## src/rtl/qee_pkg.sv

```systemverilog
// Shared constants, request kinds and helpers for the queue edit engine.
package qee_pkg;

  localparam int Depth = 64;
  localparam int AddrW = $clog2(Depth);
  localparam int CntW  = $clog2(Depth + 1);

  localparam logic [3:0] KindEnq      = 4'd0;
  localparam logic [3:0] KindDeq      = 4'd1;
  localparam logic [3:0] KindSorted   = 4'd2;
  localparam logic [3:0] KindRemAll   = 4'd3;
  localparam logic [3:0] KindRemFirst = 4'd4;
  localparam logic [3:0] KindRemLast  = 4'd5;
  localparam logic [3:0] KindRemSec   = 4'd6;
  localparam logic [3:0] KindInsAfter = 4'd7;
  localparam logic [3:0] KindCount    = 4'd8;

  localparam logic [1:0] StatOk    = 2'd0;
  localparam logic [1:0] StatEmpty = 2'd1;
  localparam logic [1:0] StatFull  = 2'd2;

  typedef enum logic [10:0] {
    S_IDLE = 11'b000_0000_0001,
    S_DEQ  = 11'b000_0000_0010,
    S_CRD  = 11'b000_0000_0100,
    S_CEV  = 11'b000_0000_1000,
    S_BRD  = 11'b000_0001_0000,
    S_BEV  = 11'b000_0010_0000,
    S_BEX  = 11'b000_0100_0000,
    S_TAIL = 11'b000_1000_0000,
    S_PRD  = 11'b001_0000_0000,
    S_PWR  = 11'b010_0000_0000,
    S_DONE = 11'b100_0000_0000
  } state_e;

  // Physical address of the entry at logical position pos behind head.
  function automatic logic [AddrW-1:0] wrap_addr(logic [AddrW-1:0] head,
                                                 logic [CntW-1:0] pos);
    logic [AddrW:0] sum;
    sum = {1'b0, head} + {1'b0, pos[AddrW-1:0]};
    if (sum >= (AddrW+1)'(Depth)) begin
      sum = sum - (AddrW+1)'(Depth);
    end
    return sum[AddrW-1:0];
  endfunction

endpackage

```

## src/rtl/qee_ram.sv

```systemverilog
// Generic single-port-write, single-port-read RAM with registered read data.
module qee_ram #(
  parameter int Width = 32,
  parameter int Depth = 64
) (
  input  logic                     clk_i,
  input  logic                     we_i,
  input  logic [$clog2(Depth)-1:0] waddr_i,
  input  logic [Width-1:0]         wdata_i,
  input  logic [$clog2(Depth)-1:0] raddr_i,
  output logic [Width-1:0]         rdata_o
);

  logic [Width-1:0] mem_q [Depth];

  always_ff @(posedge clk_i) begin
    if (we_i) begin
      mem_q[waddr_i] <= wdata_i;
    end
    rdata_o <= mem_q[raddr_i];
  end

endmodule

```

## src/rtl/queue_edit_engine.sv

```systemverilog
// Top level of the queue edit engine: bounded FIFO with value-based editing.
//
//  channel  | dir | handshake                   | payload
//  ---------+-----+-----------------------------+-----------------------------------------
//  s_axis   | in  | s_axis_tvalid/s_axis_tready | tuser: kind; tdata: value, insert_value
//  m_axis   | out | m_axis_tvalid/m_axis_tready | tdata: data, match_count, status, occupancy
//
// Enqueue and requests that change nothing go straight to the result state;
// dequeue first reads the head entry. Editing requests (kinds two to eight)
// count matches in one pass, rebuild the sequence into a scratch RAM in a
// second, with an extra step per inserted word, and copy it back in a third,
// each pass reading one element at a time. Reset clears the head, count and
// sequencer; store contents are undefined until written. A stalled result holds
// the sequencer in its final state, and a new request is taken only when idle.
module queue_edit_engine (
  input  logic        clk_i,
  input  logic        rst_ni,
  input  logic        s_axis_tvalid,
  output logic        s_axis_tready,
  input  logic [63:0] s_axis_tdata,  // [31:0] value, [63:32] insert_value
  input  logic [3:0]  s_axis_tuser,  // [3:0] kind
  output logic        m_axis_tvalid,
  input  logic        m_axis_tready,
  output logic [47:0] m_axis_tdata   // [31:0] data, [38:32] match_count,
                                     // [40:39] status, [47:41] occupancy
);

  localparam int AW = qee_pkg::AddrW;
  localparam int CW = qee_pkg::CntW;

  qee_pkg::state_e state_q, state_d;

  logic [AW-1:0] head_q, head_d;
  logic [CW-1:0] count_q, count_d;
  logic [3:0]    kind_q, kind_d;
  logic [31:0]   key_q, key_d, ins_q, ins_d;
  logic [CW-1:0] idx_q, idx_d;      // element index in the current pass
  logic [CW-1:0] len_q, len_d;      // length of the sequence being built
  logic [CW-1:0] total_q, total_d;  // matches found by the counting pass
  logic [CW-1:0] seen_q, seen_d;    // matches passed so far while rebuilding
  logic          placed_q, placed_d;
  logic          drop_q, drop_d;
  logic [31:0]   extra_q, extra_d;  // second word owed by the previous element
  logic [31:0]   data_q, data_d;
  logic [1:0]    stat_q, stat_d;

  logic          ovalid_q, ovalid_d;
  logic [47:0]   odata_q, odata_d;

  // Store RAM port controls.
  logic          st_we;
  logic [AW-1:0] st_waddr, st_raddr;
  logic [31:0]   st_wdata, st_rdata;
  // Scratch RAM port controls.
  logic          sc_we;
  logic [AW-1:0] sc_waddr, sc_raddr;
  logic [31:0]   sc_wdata, sc_rdata;

  logic          in_fire;
  logic [CW-1:0] target;
  logic [CW-1:0] seen_n;
  logic          eq;
  logic          gt;
  logic [31:0]   put_word;
  logic          put_en;

  assign s_axis_tready = (state_q == qee_pkg::S_IDLE);
  assign in_fire       = s_axis_tvalid && s_axis_tready;
  assign m_axis_tvalid = ovalid_q;
  assign m_axis_tdata  = odata_q;

  qee_ram #(.Width(32), .Depth(qee_pkg::Depth)) u_store (
    .clk_i   (clk_i),
    .we_i    (st_we),
    .waddr_i (st_waddr),
    .wdata_i (st_wdata),
    .raddr_i (st_raddr),
    .rdata_o (st_rdata)
  );

  qee_ram #(.Width(32), .Depth(qee_pkg::Depth)) u_scratch (
    .clk_i   (clk_i),
    .we_i    (sc_we),
    .waddr_i (sc_waddr),
    .wdata_i (sc_wdata),
    .raddr_i (sc_raddr),
    .rdata_o (sc_rdata)
  );

  // Compare unit shared by the counting and rebuilding passes.
  assign eq     = (st_rdata == key_q);
  assign gt     = ($signed(st_rdata) > $signed(key_q));
  assign seen_n = seen_q + CW'(eq);

  always_comb begin
    priority if (kind_q == qee_pkg::KindRemFirst) begin
      target = CW'(1);
    end else if (kind_q == qee_pkg::KindRemLast) begin
      target = total_q;
    end else begin
      target = CW'(2);
    end
  end

  // Every word appended to the new sequence goes through this one write port.
  assign sc_we    = put_en && (len_q < CW'(qee_pkg::Depth));
  assign sc_waddr = len_q[AW-1:0];
  assign sc_wdata = put_word;
  assign sc_raddr = idx_q[AW-1:0];

  always_comb begin
    state_d  = state_q;
    head_d   = head_q;
    count_d  = count_q;
    kind_d   = kind_q;
    key_d    = key_q;
    ins_d    = ins_q;
    idx_d    = idx_q;
    len_d    = len_q;
    total_d  = total_q;
    seen_d   = seen_q;
    placed_d = placed_q;
    drop_d   = drop_q;
    extra_d  = extra_q;
    data_d   = data_q;
    stat_d   = stat_q;
    ovalid_d = ovalid_q;
    odata_d  = odata_q;
    st_we    = 1'b0;
    st_waddr = qee_pkg::wrap_addr(head_q, count_q);
    st_wdata = key_q;
    st_raddr = qee_pkg::wrap_addr(head_q, idx_q);
    put_en   = 1'b0;
    put_word = st_rdata;

    if (ovalid_q && m_axis_tready) begin
      ovalid_d = 1'b0;
    end

    unique case (state_q)
      qee_pkg::S_IDLE: begin
        if (in_fire) begin
          kind_d   = s_axis_tuser;
          key_d    = s_axis_tdata[31:0];
          ins_d    = s_axis_tdata[63:32];
          data_d   = '0;
          stat_d   = qee_pkg::StatOk;
          idx_d    = '0;
          len_d    = '0;
          total_d  = '0;
          seen_d   = '0;
          placed_d = 1'b0;
          drop_d   = 1'b0;
          st_raddr = head_q;
          priority if (s_axis_tuser == qee_pkg::KindEnq) begin
            if (count_q >= CW'(qee_pkg::Depth)) begin
              stat_d = qee_pkg::StatFull;
            end else begin
              st_we    = 1'b1;
              st_wdata = s_axis_tdata[31:0];
              count_d  = count_q + CW'(1);
            end
            state_d = qee_pkg::S_DONE;
          end else if (s_axis_tuser == qee_pkg::KindDeq) begin
            if (count_q == '0) begin
              stat_d  = qee_pkg::StatEmpty;
              state_d = qee_pkg::S_DONE;
            end else begin
              state_d = qee_pkg::S_DEQ;
            end
          end else if (s_axis_tuser >= qee_pkg::KindSorted &&
                       s_axis_tuser <= qee_pkg::KindCount) begin
            state_d = qee_pkg::S_CRD;
          end else begin
            state_d = qee_pkg::S_DONE;
          end
        end
      end
      qee_pkg::S_DEQ: begin
        data_d  = st_rdata;
        head_d  = qee_pkg::wrap_addr(head_q, CW'(1));
        count_d = count_q - CW'(1);
        state_d = qee_pkg::S_DONE;
      end
      qee_pkg::S_CRD: begin
        if (idx_q == count_q) begin
          idx_d   = '0;
          state_d = qee_pkg::S_BRD;
        end else begin
          state_d = qee_pkg::S_CEV;
        end
      end
      qee_pkg::S_CEV: begin
        total_d = total_q + CW'(eq);
        idx_d   = idx_q + CW'(1);
        state_d = qee_pkg::S_CRD;
      end
      qee_pkg::S_BRD: begin
        if (idx_q == count_q) begin
          idx_d = '0;
          if (kind_q == qee_pkg::KindSorted && !placed_q) begin
            state_d = qee_pkg::S_TAIL;
          end else begin
            state_d = qee_pkg::S_PRD;
          end
        end else begin
          state_d = qee_pkg::S_BEV;
        end
      end
      qee_pkg::S_BEV: begin
        seen_d  = seen_n;
        idx_d   = idx_q + CW'(1);
        state_d = qee_pkg::S_BRD;
        priority if (kind_q == qee_pkg::KindSorted) begin
          put_en = 1'b1;
          if (!placed_q && gt) begin
            // The key goes in front of the first greater entry.
            put_word = key_q;
            placed_d = 1'b1;
            extra_d  = st_rdata;
            idx_d    = idx_q;
            state_d  = qee_pkg::S_BEX;
          end
        end else if (kind_q == qee_pkg::KindRemAll) begin
          put_en = !eq;
        end else if (kind_q == qee_pkg::KindInsAfter) begin
          put_en = 1'b1;
          if (eq) begin
            extra_d = ins_q;
            idx_d   = idx_q;
            state_d = qee_pkg::S_BEX;
          end
        end else if (kind_q == qee_pkg::KindCount) begin
          put_en = 1'b1;
        end else begin
          put_en = !(eq && seen_n == target);
        end
      end
      qee_pkg::S_BEX: begin
        put_en   = 1'b1;
        put_word = extra_q;
        idx_d    = idx_q + CW'(1);
        state_d  = qee_pkg::S_BRD;
      end
      qee_pkg::S_TAIL: begin
        put_en   = 1'b1;
        put_word = key_q;
        state_d  = qee_pkg::S_PRD;
      end
      qee_pkg::S_PRD: begin
        if (idx_q == len_q) begin
          state_d = qee_pkg::S_DONE;
        end else begin
          state_d = qee_pkg::S_PWR;
        end
      end
      qee_pkg::S_PWR: begin
        st_we    = 1'b1;
        st_waddr = idx_q[AW-1:0];
        st_wdata = sc_rdata;
        idx_d    = idx_q + CW'(1);
        state_d  = qee_pkg::S_PRD;
      end
      qee_pkg::S_DONE: begin
        if (!ovalid_q || m_axis_tready) begin
          logic [CW-1:0] occ;
          logic [CW-1:0] mc;
          logic [1:0]    st;
          occ = count_q;
          mc  = '0;
          st  = stat_q;
          if (kind_q >= qee_pkg::KindSorted && kind_q <= qee_pkg::KindCount) begin
            head_d  = '0;
            count_d = len_q;
            occ     = len_q;
            if (drop_q) begin
              st = qee_pkg::StatFull;
            end
            if (kind_q == qee_pkg::KindCount) begin
              mc = total_q;
            end
          end
          ovalid_d = 1'b1;
          odata_d  = {7'(occ), st, 7'(mc), data_q};
          state_d  = qee_pkg::S_IDLE;
        end
      end
      default: state_d = qee_pkg::S_IDLE;
    endcase

    if (put_en) begin
      if (len_q < CW'(qee_pkg::Depth)) begin
        len_d = len_q + CW'(1);
      end else begin
        drop_d = 1'b1;
      end
    end
  end

  always_ff @(posedge clk_i or negedge rst_ni) begin
    if (!rst_ni) begin
      state_q  <= qee_pkg::S_IDLE;
      head_q   <= '0;
      count_q  <= '0;
      ovalid_q <= 1'b0;
    end else begin
      state_q  <= state_d;
      head_q   <= head_d;
      count_q  <= count_d;
      ovalid_q <= ovalid_d;
    end
  end

  always_ff @(posedge clk_i) begin
    kind_q   <= kind_d;
    key_q    <= key_d;
    ins_q    <= ins_d;
    idx_q    <= idx_d;
    len_q    <= len_d;
    total_q  <= total_d;
    seen_q   <= seen_d;
    placed_q <= placed_d;
    drop_q   <= drop_d;
    extra_q  <= extra_d;
    data_q   <= data_d;
    stat_q   <= stat_d;
    odata_q  <= odata_d;
  end

`ifndef NO_ASSERTIONS
  a_count_bound: assert property (@(posedge clk_i) disable iff (!rst_ni)
    count_q <= CW'(qee_pkg::Depth))
    else $error("occupancy exceeds depth");

  a_state_onehot: assert property (@(posedge clk_i) disable iff (!rst_ni)
    $onehot(state_q))
    else $error("sequencer state not one-hot");

  a_busy_after_accept: assert property (@(posedge clk_i) disable iff (!rst_ni)
    in_fire |=> !s_axis_tready)
    else $error("request taken while previous still in progress");

  a_len_bound: assert property (@(posedge clk_i) disable iff (!rst_ni)
    (state_q == qee_pkg::S_PRD) |-> (len_q <= CW'(qee_pkg::Depth)))
    else $error("rebuilt length exceeds depth");
`endif

endmodule
```

## config.mk

```make
export PLATFORM = sky130hd
export DESIGN_NAME = queue_edit_engine
export DESIGN_NICKNAME = d
export VERILOG_FILES = /design/src/rtl/qee_pkg.sv /design/src/rtl/qee_ram.sv /design/src/rtl/queue_edit_engine.sv
export SDC_FILE = /design/constraint.sdc
export NUM_CORES = 2
export LEC_CHECK = 0
export BUFFER_PORTS_ARGS = -buffer_cell sky130_fd_sc_hd__buf_2
export CAP_MARGIN = 30
export CORE_MARGIN = 1.5
export CORE_UTILIZATION = 50
export DETAILED_ROUTE_END_ITERATION = 12
export GPL_ROUTABILITY_DRIVEN = 0
export PLACE_DENSITY = 0.72
export SETUP_SLACK_MARGIN = 0.15
export SLEW_MARGIN = 30
export SYNTH_ARGS = -nofsm -noshare
export SYNTH_HDL_FRONTEND = slang
export SYNTH_HIERARCHICAL = 1
export SYNTH_SLANG_ARGS = --single-unit
```

## constraint.sdc

```tcl
create_clock -name clk_i -period 9.5 [get_ports clk_i]
set_clock_uncertainty 0.15 [all_clocks]
set_input_delay 1.9 -clock clk_i [delete_from_list [all_inputs] [get_ports clk_i]]
set_output_delay 1.9 -clock clk_i [all_outputs]
set_load 0.02 [all_outputs]
```

=== Word-level counts from Yosys, hierarchy flattened ===
Memories as Yosys holds them, arrays and structs flattened. A register that Yosys moved wholly into a read port is not among the register bits.
Index checks and enable logic that the tools add are counted.

* Logic and storage cells: 206
* Output and inout bits: 50
* RAM bits: 4096
* Memories kept: 2
* Register bits after elaboration: 237

* Reduce and logical (&&, ||, !) cells: 39
* Equal/unequal tests: 34
* Add/sub/neg operators: 12
* Muxes and demuxes: 91
* Magnitude comparators: 10

{| class="wikitable"
|+ Memories
! name !! words !! width !! read ports !! clocked after Yosys merged registers in !! wr ports !! RTL line !! RTL
|-
| u_scratch.mem_q || 64 || 32 || 1 || 1 || 1 || qee_ram.sv:14 || <nowiki>logic [Width-1:0] mem_q [Depth];</nowiki>
|-
| u_store.mem_q || 64 || 32 || 1 || 1 || 1 || qee_ram.sv:14 ||
|}

{| class="wikitable"
|+ Operators with widths
! cell !! number
|-
| $mux 32 || 11
|-
| $mux 7 || 22
|-
| $pmux 32 s2 || 2
|-
| $pmux 11 s10 || 1
|-
| $mux 11 || 9
|-
| $pmux 32 s3 || 1
|-
| $mux 6 || 8
|-
| $eq 32x32->1 || 1
|-
| $gt 32x32->1 || 1
|-
| $ge 7x7->1 const B || 4
|-
| $pmux 7 s2 || 2
|-
| $pmux 7 s4 || 1
|-
| $mux 1 || 23
|-
| $add 7x1->7 const B || 3
|-
| $eq 7x7->1 || 3
|-
| $pmux 7 s3 || 1
|-
| $sub 6x1->6 const B || 3
|-
| $reduce_and 5->1 || 3
|-
| $add 6x6->7 || 2
|-
| $add 7x1->7 || 2
|-
| $reduce_and 2->1 || 7
|-
| $eq 4x3->1 const B || 3
|-
| $ne 2x2->1 const B || 6
|-
| $pmux 6 s2 || 1
|-
| 38 further kinds || 66
|}

=== Depth between registers and ports, before layout ===
* Depth in word-level cells: 14
* Mapped depth: 20
* Depth with buffers taken out: 18

=== Modules after synthesis ===
The synthesis kept the hierarchy.

{| class="wikitable"
|+ By module, submodules not included
! module !! area each (sq um) !! cells each !! instances
|-
| qee_ram at u_scratch || 79039.6 || 3511 || 1
|-
| qee_ram at u_store || 78515.3 || 3324 || 1
|-
| queue_edit_engine || 12236.7 || 1046 || 1
|}

=== Worst setup path before layout ===
OpenSTA, ideal clock, no wires.

* Path kind: reg-to-reg
* From: register state_q[8]
* To: register idx_q[0] (enable)
* Data arrival time: 5789 ps
* Library setup time: 534 ps
* Required time: 8816 ps
* Clock period less this slack: 6473 ps
* Setup slack: 3027 ps
* Cell stages (with the launch flop): 7
* Path through: dfrtp_1 -> or4_1 -> nor4_4 -> nand4b_1 -> clkbuf_1 -> o41ai_1 -> a311oi_1

* Word-level cells in the longest chain between the ends: 4
* Elaborated cells on any way between the ends: 16

{| class="wikitable"
|+ RTL lines
! element !! RTL line !! RTL
|-
| start: declaration || queue_edit_engine.sv:31 || <nowiki>qee_pkg::state_e state_q, state_d;</nowiki>
|-
| start signal: assignment || queue_edit_engine.sv:302 || <nowiki>state_q <= qee_pkg::S_IDLE;</nowiki>
|-
| start signal: assignment || queue_edit_engine.sv:307 || <nowiki>state_q <= state_d;</nowiki>
|-
| $eq 11x10->1, or another cell as far along || queue_edit_engine.sv:140 || <nowiki>unique case (state_q)</nowiki>
|-
| $reduce_or 3->1 (no line), or another cell as far along || - ||
|-
| $reduce_bool 4->1 (no line) or $ne 2x1->1 (tied branches) || - ||
|-
| $reduce_and 5->1 (no line) (*) || - ||
|-
| end signal: assignment || queue_edit_engine.sv:318 || <nowiki>idx_q <= idx_d;</nowiki>
|-
| end: declaration || queue_edit_engine.sv:37 || <nowiki>logic [CW-1:0] idx_q, idx_d;</nowiki>
|}

Mark *: on every way between the ends. The rest lies on a longest branch, timed or not.
A chain may end at the register's enable or synchronous reset.

=== Worst setup path in the final report ===
* From: register key_q[27]
* To: memory u_scratch.mem_q[36][1] (enable)

* Word-level cells in the longest chain between the ends: 13
* Elaborated cells on any way between the ends: 14

{| class="wikitable"
|+ RTL lines
! element !! RTL line !! RTL
|-
| start: declaration || queue_edit_engine.sv:36 || <nowiki>logic [31:0] key_q, key_d, ins_q, ins_d;</nowiki>
|-
| start signal: assignment || queue_edit_engine.sv:316 || <nowiki>key_q <= key_d;</nowiki>
|-
| $eq 32x32->1 (*) || queue_edit_engine.sv:91 || <nowiki>assign eq = (st_rdata == key_q);</nowiki>
|-
| $add 7x1->7 || queue_edit_engine.sv:93 || <nowiki>assign seen_n = seen_q + CW'(eq);</nowiki>
|-
| $eq 7x7->1 || queue_edit_engine.sv:236 || <nowiki>put_en = !(eq && seen_n == target);</nowiki>
|-
| $logic_and 1x1->1 || queue_edit_engine.sv:236 ||
|-
| $logic_not 1->1 || queue_edit_engine.sv:236 ||
|-
| $mux 1 || queue_edit_engine.sv:233 || <nowiki>end else if (kind_q == qee_pkg::KindCount) begin</nowiki>
|-
| $mux 1 || queue_edit_engine.sv:226 || <nowiki>end else if (kind_q == qee_pkg::KindInsAfter) begin</nowiki>
|-
| $mux 1 (*) || queue_edit_engine.sv:224 || <nowiki>end else if (kind_q == qee_pkg::KindRemAll) begin</nowiki>
|-
| $mux 1 (*) || queue_edit_engine.sv:214 || <nowiki>priority if (kind_q == qee_pkg::KindSorted) begin</nowiki>
|-
| $pmux 1 s2 (*) || queue_edit_engine.sv:140 ||
|-
| $logic_and 1x1->1 (*) || queue_edit_engine.sv:106 || <nowiki>assign sc_we = put_en && (len_q < CW'(qee_pkg::Depth));</nowiki>
|-
| net sc_we || queue_edit_engine.sv:55 || <nowiki>logic sc_we;</nowiki>
|-
| $mux 1 (*) || qee_ram.sv:17 || <nowiki>if (we_i) begin</nowiki>
|-
| $mux 1 (implied by the code) (*) || qee_ram.sv:18 || <nowiki>mem_q[waddr_i] <= wdata_i;</nowiki>
|-
| end: declaration || qee_ram.sv:14 ||
|}

The timed path passes the listed nets; every way through them passes the cells marked *.

==> impl_metrics.py <==
metrics = {
    "status": {
        "outcome": "complete, no violations",
    },
    "die": {
        "io_pins": 122,
        "core_um2": 337000,
        "die-area_um2": 343000,
        "fp.dieW_um": 586,
        "initial_utilization_pct": 50.3,
        "placementRows": 213,
        "fp.dieH_um": 586,
    },
    "worst_setup_path": {
        "rr_startpoint": "key_q[27]$_DFFE_PP_",
        "timing.critical_path.buf_inv": 4,
        "cp.arrival_ns": 7.25,
        "worst-r2r-setup-slack_ns": 2.77,
        "worstSetupPathType": "flop to flop",
        "r2r_end": "u_scratch/mem_q[36][1]$_DFFE_PP_",
        "reg2reg_depth": 19,
        "setup.worst_path.end_class": "flop",
        "max_stage_delay_ns": 0.80,
        "cp_max_fo": 17,
        "cpMostUsedCell": "ha_1",
        "crit_slowest_cell": "nor2_4",
        "crit_chain": "inv_1, ha_1, nand4_1, nor4_1, nand3_1, inv_1, ha_1, ha_1, and3_1, nor3_1, o21a_1, a211oi_1, o31ai_1, a21o_1, a21oi_1, buf_4, nand3_1, nor2_4, buf_16",
        "path_delay_family": "simple AND/OR/NAND/NOR gates",
        "cp.required_ns": 10.01,
        "cp-start-kind": "flop",
    },
    "clock_network": {
        "cts_resized": 0,
        "clock_sinks": 4397,
        "cts_tree": "done",
        "root_buffer": "clkbuf_16",
        "path_clk_slew_ns": 0.06,
        "ctsHoldBuffers": 0,
        "numCtsBuffers": 418,
        "clk_latency_ns": 1.01,
        "cts_buffer_depth": 4,
        "postCtsSetupBuffers": 0,
        "htree_num_levels": 5,
    },
    "synthesis": {
        "synth_top_area_share_pct": 76.0,
        "ys_top_cells_by_count": "4,300 x edfxtp_1, 990 x mux4_2, 289 x mux2i_1",
        "synth_largest_area_cell": "edfxtp_1",
        "synth_flop_cell": "edfxtp_1",
        "syn_area_per_cell_um2": 21.5,
        "synthesis.area_um2": 170000,
        "synth.most_common_cell": "edfxtp_1",
        "async_reset_ff_share_pct": 0.569,
        "synth_edf_count": 4300,
        "ys_top_cells_by_area": "edfxtp_1 76%, mux4_2 13%, mux2i_1 1.7%, dfxtp_1 0.85%, a22oi_1 0.76%",
        "synth_nets": 8010,
        "ys_seq_area_share_pct": 77.3,
        "netlist_instances": 7881,
        "ys_types": 87,
        "synth_warnings": 6,
        "ys_ff_latch": 4397,
    },
    "min_path": {
        "holdPathStages": 0,
        "hold_path_end": "m_axis_tdata[6]$_DFFE_PP_",
        "hp-class": "flop to flop",
        "hp-start": "data_q[6]$_SDFFCE_PN0P_",
    },
    "global_route": {
        "top_usage_layer": "met2",
        "grt.overflow.total": 0,
        "track_usage_pct": 27.3,
        "use_met2_pct": 41.0,
        "grtUsageMet3_pct": 7.38,
        "antenna_found_initial": 71,
        "grt_pass1_wl_um": 654000,
        "grt_pass1_vias": 85300,
        "use_met1_pct": 36.3,
        "grt_max_degree": 96,
    },
    "final_layout": {
        "fin_nets": 8421,
        "drive_gt1_share_pct": 26.7,
        "fillCellCount": 23600,
        "final_cells": 13200,
        "syn2layout_area_growth_pct": 13.8,
    },
    "pwr": {
        "totalPowerFinal_uw": 69600,
        "p_leak_uw": 0.0608,
        "p_per_area_nw_per_um2": 360,
        "ir_drop_mv": 0.490,
    },
    "timing": {
        "fin_ws_ns": 2.77,
        "final_max_slew_viol_count": 0,
        "hold_slack_ns": 0.274,
        "rsz0062_at_grt": "no",
        "hold_viol_final": 0,
        "post-route-period-util_pct": 70.9,
        "clock.fmax_mhz": 149,
        "maxSlewHeadroom_pct": 18.8,
        "setup_viol_count_final": 0,
        "worstMarginPinSlew_ns": 1.21,
        "timing.setup.tns_ns": 0,
        "fin_crit_ns": 6.73,
    },
    "place": {
        "dp.cells": 12400,
        "hpwl_um": 279000,
        "port_buffers": 121,
        "place_ws_ns": 2.96,
    },
    "detailed_routing": {
        "drt_first_pass_iters": 8,
        "vias_per_cell": 6.60,
        "drt_iter0_drc": 13900,
        "ant_nets": 0,
        "num_vias": 87400,
        "drt_wl_total_um": 472000,
        "wl_per_cell_um": 35.7,
        "route.detailed.drc": 0,
    },
    "job": {
        "maxCapViolations": 0,
    },
}
[cell families after synthesis]
logic type,synth area share [%]
multiplexers,15.0
flip-flops,77.3
XOR/XNOR,0.248
adder cells (fa/ha/maj),0.433
buffers and inverters,1.53
AND/OR/NAND/NOR,2.21
AO/OA/AOI/OAI,3.27
[cell usage in the layout (no fill, tap or decap), types with 71 or more instances in the layout]
| cell | instances |
|---|---|
| clkinv_2 | 81 |
| mux4_2 | 990 |
| a22oi_1 | 172 |
| nor2_1 | 155 |
| nor2_4 | 129 |
| nand2_1 | 129 |
| mux2i_1 | 289 |
| edfxtp_1 | 4300 |
| buf_4 | 210 |
| buf_2 | 121 |
| clkbuf_1 | 90 |
| diode_2 | 94 |
| clkbuf_16 | 423 |
| a21oi_1 | 161 |
| nand3_1 | 72 |
| o22ai_1 | 127 |
| clkinv_1 | 71 |
| dfxtp_1 | 72 |
[worst max path at each step]
stage	from	end	slack (ns)	cells past startpoint
after floorplan	state_q[8]$_DFFE_PN0P_	idx_q[0]$_SDFFCE_PN0P_	3.03	6
after global placement	key_q[27]$_DFFE_PP_	u_scratch/mem_q[37][24]$_DFFE_PP_	2.88	18
after detailed placement	s_axis_tvalid	u_store/rdata_o[0]$_DFF_P_	2.96	10
after CTS	key_q[27]$_DFFE_PP_	u_scratch/mem_q[36][26]$_DFFE_PP_	2.92	19
after global routing	key_q[27]$_DFFE_PP_	u_scratch/mem_q[36][8]$_DFFE_PP_	2.56	19
final	key_q[27]$_DFFE_PP_	u_scratch/mem_q[36][1]$_DFFE_PP_	2.77	19
[power breakdown]
part           switching (uW)  internal [uW]
registers                 508          23900
clock network            7190           9660
logic                   17800          10600
[per-stage QoR]
stage | util [%] | cell area, um^2
finish | 57.3 | 193000
floorplan | - | 170000
detailed placement | 53.0 | 179000
global placement | 52.6 | 177000
global route | 57.3 | 193000
CTS | 57.1 | 193000
[layout make-up]
class | count | area (um^2) | area share [%]
flip-flops and latches | 4397 | 131000 | 67.9
diodes | 94 | 235 | 0.122
clock buffers | 529 | 11100 | 5.77
repair buffers | 426 | 4460 | 2.31
inverters | 63 | 240 | 0.124
well taps | 4515 | 5650 | 2.92
clock inverters | 235 | 2570 | 1.33
multi-input cells | 2986 | 37800 | 19.6
[routing by layer]
layer  wire, um  vias to the layer above  share of wire (%)
met5         75                        -              0.016
met1     164000                    46000                 35
li1           -                    34100                  -
met4      31000                       14                6.6
met3      60600                     1023                 13
met2     217000                     6323                 46
[registers in the layout, summed over array words and instances (netlist names), 11 cells and up]
signal,count
ins_q,32
u_store/mem_q,2048
state_q,11
u_scratch/rdata_o,32
u_store/rdata_o,32
m_axis_tdata,48
data_q,32
extra_q,32
u_scratch/mem_q,2048
key_q,32
(Power assumes the default switching activity.)
